$ cat src/design/cashchk_pkg.sv
// ----------------------------------------------------------------------------
// cashchk_pkg
// Types, constants and helper functions for the CashAddr string checker.
// ----------------------------------------------------------------------------
`default_nettype none

package cashchk_pkg;

  // Longest string accepted, in bytes
  localparam int MaxLength    = 1024;
  localparam int MinLength    = 8;
  localparam int CheckSymbols = 8;
  localparam int DelayDepth   = 8;

  // Counters saturate at MaxLength + 1
  localparam int CntW  = $clog2(MaxLength + 2);
  localparam int FillW = $clog2(DelayDepth + 1);
  localparam int SymW  = 5;
  localparam int CrcW  = 40;

  localparam logic [CrcW-1:0] CrcInit = CrcW'(1);

  localparam logic [CrcW-1:0] Gen [5] = '{
    40'h98f2bc8e61, 40'h79b76d99e2, 40'hf33e5fb3c4, 40'hae2eabe2a8, 40'h1e4f43e470
  };

  localparam logic [7:0] SepChar = 8'h3a;

  typedef enum logic [1:0] {
    KindNone    = 2'd0,
    KindPrefix  = 2'd1,
    KindPayload = 2'd2
  } kind_e;

  typedef enum logic [2:0] {
    ErrNone     = 3'd0,
    ErrLength   = 3'd1,
    ErrShort    = 3'd2,
    ErrPrefChar = 3'd3,
    ErrPayChar  = 3'd4,
    ErrMixCase  = 3'd5,
    ErrChecksum = 3'd6
  } err_e;

  typedef struct packed {
    logic [7:0] char_in;
    logic       last_char;
  } in_item_t;

  typedef struct packed {
    kind_e      kind;
    logic [6:0] value;
    logic       done_res;
    logic       accepted;
    err_e       error_code;
  } out_item_t;

  typedef struct packed {
    logic            ok;
    logic [SymW-1:0] sym;
  } sym_t;

  // One polymod step: shift in five zero bits and fold the top five back in
  function automatic logic [CrcW-1:0] poly_step(logic [CrcW-1:0] c);
    logic [4:0]      top;
    logic [CrcW-1:0] r;
    top = c[CrcW-1:CrcW-5];
    r   = {c[CrcW-6:0], 5'b00000};
    for (int k = 0; k < 5; k++) begin
      if (top[k]) begin
        r = r ^ Gen[k];
      end
    end
    return r;
  endfunction

  function automatic logic [CntW-1:0] sat_inc(logic [CntW-1:0] v);
    return (v < CntW'(MaxLength + 1)) ? v + CntW'(1) : v;
  endfunction

  // Base-32 charset, case-insensitive
  function automatic sym_t symbol_of(logic [7:0] ch);
    logic [6:0] c;
    sym_t       s;
    c = ch[6:0];
    if (c >= 7'd97 && c <= 7'd122) begin
      c = c - 7'd32;
    end
    s.ok = 1'b1;
    case (c)
      7'd48:   s.sym = 5'd15;
      7'd50:   s.sym = 5'd10;
      7'd51:   s.sym = 5'd17;
      7'd52:   s.sym = 5'd21;
      7'd53:   s.sym = 5'd20;
      7'd54:   s.sym = 5'd26;
      7'd55:   s.sym = 5'd30;
      7'd56:   s.sym = 5'd7;
      7'd57:   s.sym = 5'd5;
      7'd65:   s.sym = 5'd29;
      7'd67:   s.sym = 5'd24;
      7'd68:   s.sym = 5'd13;
      7'd69:   s.sym = 5'd25;
      7'd70:   s.sym = 5'd9;
      7'd71:   s.sym = 5'd8;
      7'd72:   s.sym = 5'd23;
      7'd74:   s.sym = 5'd18;
      7'd75:   s.sym = 5'd22;
      7'd76:   s.sym = 5'd31;
      7'd77:   s.sym = 5'd27;
      7'd78:   s.sym = 5'd19;
      7'd80:   s.sym = 5'd1;
      7'd81:   s.sym = 5'd0;
      7'd82:   s.sym = 5'd3;
      7'd83:   s.sym = 5'd16;
      7'd84:   s.sym = 5'd11;
      7'd85:   s.sym = 5'd28;
      7'd86:   s.sym = 5'd12;
      7'd87:   s.sym = 5'd14;
      7'd88:   s.sym = 5'd6;
      7'd89:   s.sym = 5'd4;
      7'd90:   s.sym = 5'd2;
      default: begin
        s.ok  = 1'b0;
        s.sym = '0;
      end
    endcase
    if (ch[7]) begin
      s.ok = 1'b0;
    end
    return s;
  endfunction

endpackage

`default_nettype wire

$ cat src/design/cashchk_core.sv
// ----------------------------------------------------------------------------
// cashchk_core
// Per-byte checker step: polymod checksum, phase, counters, case flags,
// symbol delay line and the verdict on the last byte.
// ----------------------------------------------------------------------------
`default_nettype none

module cashchk_core (
  input  wire                    clk_i,
  input  wire                    rst_ni,
  input  wire                    fire_i,
  input  cashchk_pkg::in_item_t  item_i,
  output cashchk_pkg::out_item_t res_o
);

  logic [cashchk_pkg::CrcW-1:0]  crc_q, crc_d, crc_n;
  logic                          sep_q, sep_d, sep_n;
  logic [cashchk_pkg::CntW-1:0]  total_q, total_d, total_n;
  logic [cashchk_pkg::CntW-1:0]  prefix_q, prefix_d, prefix_n;
  logic [cashchk_pkg::CntW-1:0]  pay_len;
  logic [cashchk_pkg::FillW-1:0] fill_q, fill_d, fill_n;
  logic                          lower_q, lower_d, lower_n;
  logic                          upper_q, upper_d, upper_n;
  cashchk_pkg::err_e             cerr_q, cerr_d, cerr_n;
  logic [cashchk_pkg::SymW-1:0]  dly_q [cashchk_pkg::DelayDepth];
  logic                          push;
  logic [7:0]                    ch;
  logic [7:0]                    low;
  logic                          is_upper;
  cashchk_pkg::sym_t             s;
  cashchk_pkg::out_item_t        res;

  assign ch       = item_i.char_in;
  assign is_upper = (ch >= 8'h41) && (ch <= 8'h5a);
  assign low      = is_upper ? ch + 8'd32 : ch;
  assign s        = cashchk_pkg::symbol_of(ch);

  always_comb begin
    crc_n    = crc_q;
    sep_n    = sep_q;
    total_n  = cashchk_pkg::sat_inc(total_q);
    prefix_n = prefix_q;
    fill_n   = fill_q;
    lower_n  = lower_q || ((ch >= 8'h61) && (ch <= 8'h7a));
    upper_n  = upper_q || is_upper;
    cerr_n   = cerr_q;
    push     = 1'b0;
    res      = '0;

    if (!sep_q) begin
      if (ch == cashchk_pkg::SepChar) begin
        sep_n = 1'b1;
        crc_n = cashchk_pkg::poly_step(crc_q);
      end else begin
        prefix_n = cashchk_pkg::sat_inc(prefix_q);
        if (ch < 8'd33 || ch > 8'd126) begin
          if (cerr_q == cashchk_pkg::ErrNone) begin
            cerr_n = cashchk_pkg::ErrPrefChar;
          end
        end else begin
          crc_n     = cashchk_pkg::poly_step(crc_q)
                      ^ {{(cashchk_pkg::CrcW-5){1'b0}}, low[4:0]};
          res.kind  = cashchk_pkg::KindPrefix;
          res.value = low[6:0];
        end
      end
    end else begin
      if (!s.ok) begin
        if (cerr_q == cashchk_pkg::ErrNone) begin
          cerr_n = cashchk_pkg::ErrPayChar;
        end
      end else begin
        push  = 1'b1;
        crc_n = cashchk_pkg::poly_step(crc_q)
                ^ {{(cashchk_pkg::CrcW-cashchk_pkg::SymW){1'b0}}, s.sym};
        if (fill_q >= cashchk_pkg::FillW'(cashchk_pkg::CheckSymbols)) begin
          res.kind  = cashchk_pkg::KindPayload;
          res.value = {{(7-cashchk_pkg::SymW){1'b0}}, dly_q[0]};
        end else begin
          fill_n = fill_q + cashchk_pkg::FillW'(1);
        end
      end
    end

    // bytes after the separator; only looked at once the length check passed
    pay_len = total_n - prefix_n - cashchk_pkg::CntW'(1);

    if (item_i.last_char) begin
      res.done_res = 1'b1;
      if (total_n < cashchk_pkg::CntW'(cashchk_pkg::MinLength) ||
          total_n > cashchk_pkg::CntW'(cashchk_pkg::MaxLength)) begin
        res.error_code = cashchk_pkg::ErrLength;
      end else if (!sep_n || prefix_n == '0 ||
                   pay_len < cashchk_pkg::CntW'(cashchk_pkg::CheckSymbols)) begin
        res.error_code = cashchk_pkg::ErrShort;
      end else if (cerr_n != cashchk_pkg::ErrNone) begin
        res.error_code = cerr_n;
      end else if (lower_n && upper_n) begin
        res.error_code = cashchk_pkg::ErrMixCase;
      end else if (crc_n != cashchk_pkg::CrcInit) begin
        res.error_code = cashchk_pkg::ErrChecksum;
      end
      res.accepted = (res.error_code == cashchk_pkg::ErrNone);
    end
  end

  assign res_o = res;

  always_comb begin
    crc_d    = crc_q;
    sep_d    = sep_q;
    total_d  = total_q;
    prefix_d = prefix_q;
    fill_d   = fill_q;
    lower_d  = lower_q;
    upper_d  = upper_q;
    cerr_d   = cerr_q;
    if (fire_i) begin
      if (item_i.last_char) begin
        crc_d    = cashchk_pkg::CrcInit;
        sep_d    = 1'b0;
        total_d  = '0;
        prefix_d = '0;
        fill_d   = '0;
        lower_d  = 1'b0;
        upper_d  = 1'b0;
        cerr_d   = cashchk_pkg::ErrNone;
      end else begin
        crc_d    = crc_n;
        sep_d    = sep_n;
        total_d  = total_n;
        prefix_d = prefix_n;
        fill_d   = fill_n;
        lower_d  = lower_n;
        upper_d  = upper_n;
        cerr_d   = cerr_n;
      end
    end
  end

  always_ff @(posedge clk_i or negedge rst_ni) begin
    if (!rst_ni) begin
      crc_q    <= cashchk_pkg::CrcInit;
      sep_q    <= 1'b0;
      total_q  <= '0;
      prefix_q <= '0;
      fill_q   <= '0;
      lower_q  <= 1'b0;
      upper_q  <= 1'b0;
      cerr_q   <= cashchk_pkg::ErrNone;
    end else begin
      crc_q    <= crc_d;
      sep_q    <= sep_d;
      total_q  <= total_d;
      prefix_q <= prefix_d;
      fill_q   <= fill_d;
      lower_q  <= lower_d;
      upper_q  <= upper_d;
      cerr_q   <= cerr_d;
    end
  end

  // Delay line always shifts toward entry 0; entry 0 is only read once
  // eight symbols are in, so it then holds the oldest one.
  always_ff @(posedge clk_i) begin
    if (fire_i && push) begin
      for (int i = 0; i < cashchk_pkg::DelayDepth - 1; i++) begin
        dly_q[i] <= dly_q[i+1];
      end
      dly_q[cashchk_pkg::DelayDepth-1] <= s.sym;
    end
  end

  a_reset_after_last: assert property (@(posedge clk_i) disable iff (!rst_ni)
    fire_i && item_i.last_char |=>
      crc_q == cashchk_pkg::CrcInit && !sep_q && total_q == '0 && fill_q == '0)
    else $error("string state not cleared after last byte");

  a_fill_bound: assert property (@(posedge clk_i) disable iff (!rst_ni)
    fill_q <= cashchk_pkg::FillW'(cashchk_pkg::DelayDepth))
    else $error("delay fill count out of range");

  a_prefix_phase: assert property (@(posedge clk_i) disable iff (!rst_ni)
    res.kind == cashchk_pkg::KindPrefix |-> !sep_q && prefix_n != prefix_q)
    else $error("prefix character released outside prefix phase");

  a_no_sep_no_payload: assert property (@(posedge clk_i) disable iff (!rst_ni)
    !sep_q |-> fill_q == '0)
    else $error("payload symbols stored before separator");

endmodule

`default_nettype wire

$ cat config.mk
export PLATFORM = sky130hd
export DESIGN_NAME = cashchk_core
export DESIGN_NICKNAME = d
export VERILOG_FILES = /design/src/design/cashchk_pkg.sv /design/src/design/cashchk_core.sv
export SDC_FILE = /design/constraint.sdc
export NUM_CORES = 1
export LEC_CHECK = 0
export ABC_AREA = 1
export BUFFER_PORTS_ARGS = -buffer_cell sky130_fd_sc_hd__buf_2
export CORE_MARGIN = 2
export CORE_UTILIZATION = 55
export CTS_CLUSTER_SIZE = 12
export DETAILED_ROUTE_END_ITERATION = 7
export GPL_TIMING_DRIVEN = 1
export PLACE_DENSITY = 0.73
export SYNTH_ARGS = -nofsm -noshare
export SYNTH_HDL_FRONTEND = slang
export SYNTH_SLANG_ARGS = --single-unit
$ cat constraint.sdc
create_clock -name clk_i -period 7.75 [get_ports clk_i]
set_input_delay 0.3875 -clock clk_i [delete_from_list [all_inputs] [get_ports clk_i]]
set_output_delay 0.3875 -clock clk_i [all_outputs]
set_load 0.01 [all_outputs]
==> summary.txt <==
Power and ir drop
  • Static leakage: 3.84 nW
  • Seq pwr share: 30.4%
  • Power Total: 2.62 mW
  • Internal power: 1.44 mW
  • Worst vdd ir: 0.158 mV
  • Switch share: 45.0%
  • Power density over the cells: 303 mW/mm2
  • Logic gate share of total power: 50.7%
  • Clock power share: 18.9%
  • Switching power: 1.18 mW

CTS
  • Post-CTS setup-driven buffer insertion count: 0
  • TritonCTS buffer count: 9
  • Cts repair resizes: 0
  • Clock-pin slew on the worst setup and hold paths: 0.08 ns
  • H-tree depth: 3
  • Clock Latency Late Sink: 0.36 ns
  • Hold_buf cts: 0
  • CTS Root Cell: clkbuf_16
  • CTS tree: built
  • Clock Tree Buf Depth: 2
  • TritonCTS Sinks: 112

Timing
  • Final Setup Violations: 0
  • Hold Fails Final Rpt: 0
  • Slew headroom: 35.2%
  • Worst Max-Slew Pin Slew: 0.972 ns
  • Final period utilization: 63.9%
  • RSZ-0062 raised after global routing: no
  • Sum Neg Setup Slack: 0 ns
  • Clk_skew: 0.00706 ns
  • Final worst slack: 2.80 ns
  • F_max: 202 MHz
  • Final Max Slew Viols: 0
  • Min Tclk post-route: 4.95 ns

Route
  • Vias per cell: 5.82
  • Final ANT Viol Nets: 0
  • Wire length per cell: 16.7 um
  • Drt total wl: 21.4 mm
  • DRT iter0 DRCs: 630
  • DRC viols: 0
  • First-pass DRT Iterations: 5
  • Total number of vias: 7444

Setup path
  • Top delay family on crit path: simple AND/OR/NAND/NOR gates
  • Flop2flop setup slack: 4.83 ns
  • Crit path kind: primary input to primary output
  • Max incr delay on CP: 0.33 ns
  • CP max FO: 7
  • Worst EP arrival: 4.56 ns
  • CP bufs+invs: 7
  • Crit start category: primary input
  • Crit-path most repeated cell: nand2_1
  • R2R Path Start: sep_q$_DFFE_PN0P_
  • Max stage delay cell, worst path: ha_1
  • CP Capture Type: primary output
  • Worst R2R End: fill_q[2]$_DFFE_PN0P_
  • R2R cell count: 9
  • Crit path required time: 7.36 ns

Place
  • Placed cell count: 1264
  • Detail Placement HPWL: 14.6 mm
  • GP Congestion: 0.938
  • Pre-CTS WS: 2.83 ns
  • PortBufs: 25

Global route
  • Vias in the first global route: 7050
  • Antenna violations before repair: 0
  • First-pass GRT wire length: 36.0 mm
  • Grt total ovfl: 0
  • Largest net degree at the start of global routing: 73
  • GR Util All Layers: 27.9%

Yosys
  • Yosys top cell by area: dfrtp_1
  • Commonest cells in the netlist: 253 x nand2_1, 107 x inv_1, 105 x nand3_1, 77 x o21ai_0, 74 x nor2_1
  • Warnings from Yosys: 0
  • Mapped cell area: 0.00814 mm2
  • Top area cells in the synthesized netlist: dfrtp_1 22%, edfxtp_1 15%, nand2_1 12%, nand3_1 6.5%, xor2_1 6.5%
  • Synth Net Count: 1126
  • Count leader, synth: nand2_1
  • Post-synthesis cell count: 1100
  • Post-synth top area share: 21.8%
  • FF+latch count, synth: 112
  • Post-synth EDFFs: 40
  • Register area share after synthesis: 36.9%
  • Fraction of registers with async set/reset: 64.3%
  • Post-synth cell types: 47
  • Post-Syn Area per Cell: 7.40 um2
  • Ys flop type: dfrtp_1

Hold path
  • Tightest Hold Check Type: primary input to async pin

Finish
  • Footprint of the multi-input gates: 0.00445 mm2
  • Layout Cells excl Fill: 1280
  • Layout area overhead: 6.18%
  • Share of layout cells above drive strength 1: 8.21%
  • Final Net Count: 1117
  • Layout fillers: 1370
  • Register area: 0.00301 mm2
  • Core Util, Final: 59.7%
  • Ant. Diodes: 0

Floorplan
  • Starting Density: 56.2%
  • Die height: 126 um
  • I/O pin count: 26
  • Die ar.: 0.0158 mm2
  • Core ar.: 0.0145 mm2
  • Chip width: 126 um
  • Num rows: 44

Outcome
  • Status: complete, no violations

Flow run
  • Max_cap viols: 0
-- area by class of cell --
class,count,area share [%]
multi-input combinational,816,51.5
timing repair buffer,35,2.35
clock buffer,9,2.61
clock inverter,7,1.06
sequential,112,34.8
tap,184,2.66
inverter,117,5.08
-- power groups by stage --
| stage | Sequential (mW) | Combinational (mW) | Clock, mW |
|---|---|---|---|
| 2_1_floorplan | 0.754 | 1.08 | 0 |
| 3_3_place_gp | 0.806 | 1.30 | 0 |
| 3_5_place_dp | 0.807 | 1.30 | 0 |
| 4_1_cts | 0.794 | 1.32 | 0.507 |
| 5_1_grt | 0.808 | 1.50 | 0.528 |
| 6_report | 0.796 | 1.33 | 0.494 |
-- metrics by stage --
stage,hold WS (ns),area (um2)
after floorplan,0.0919,8140
after global placement,0.401,8320
after detailed placement,0.405,8320
after CTS,0.213,8640
after global routing,0.265,8640
final,0.169,8640
-- worst max path at each step --
stage                    from               endpoint  slack, ns  cells past startpoint
CTS                 item_i[1]               res_o[3]       2.82                     27
detailed placement  item_i[1]               res_o[3]       2.83                     27
finish              item_i[1]               res_o[3]       2.80                     27
global placement    item_i[1]               res_o[3]       2.80                     27
floorplan           item_i[1]  fill_q[2]$_DFFE_PN0P_       3.50                     20
global route        item_i[1]               res_o[3]       2.38                     27
-- state kept, by name (all words and copies together) (netlist names) --
name      flops
crc_q        40
dly_q        40
prefix_q     11
total_q      11
fill_q        4
cerr_q        3
lower_q       1
sep_q         1
upper_q       1
-- metal layers --
layer  up-vias  track usage [%]  wire [um]
met2       232             45.9       9990
li1       3673                -          -
met4         0             7.12        344
met1      3507             39.2       9840
met3        32             3.95       1190
met5         -                0          0
-- logic make-up (layout without fill, tap and decap cells) --
family | Yosys count | count (layout) | synth area share, %
fa+ha+maj | 14 | 14 | 2.15
xor+xnor | 90 | 90 | 9.78
simple gates | 505 | 505 | 28.1
buf+inv | 172 | 168 | 8.56
compound gates | 207 | 207 | 14.5
flops | 112 | 112 | 36.9
-- layout by cell type (no fill, tap or decap), drive strengths merged, types with 5 or more instances in the layout --
cell type  synthesis  final
a31oi              5      5
dfrtp             71     71
o22ai             43     43
nand3            107    107
nor4               5      5
o211ai            12     12
a21oi             49     49
clkbuf            33      9
nand4             20     20
ha                14     14
inv              116    122
nor3              11     11
xor2              61     61
o21ai             84     84
edfxtp            40     40
nor2              83     83
xnor2             29     29
buf               22     35
nand3b            12     12
nand2            264    264
No activity file was read; power rests on OpenSTA's default activity.
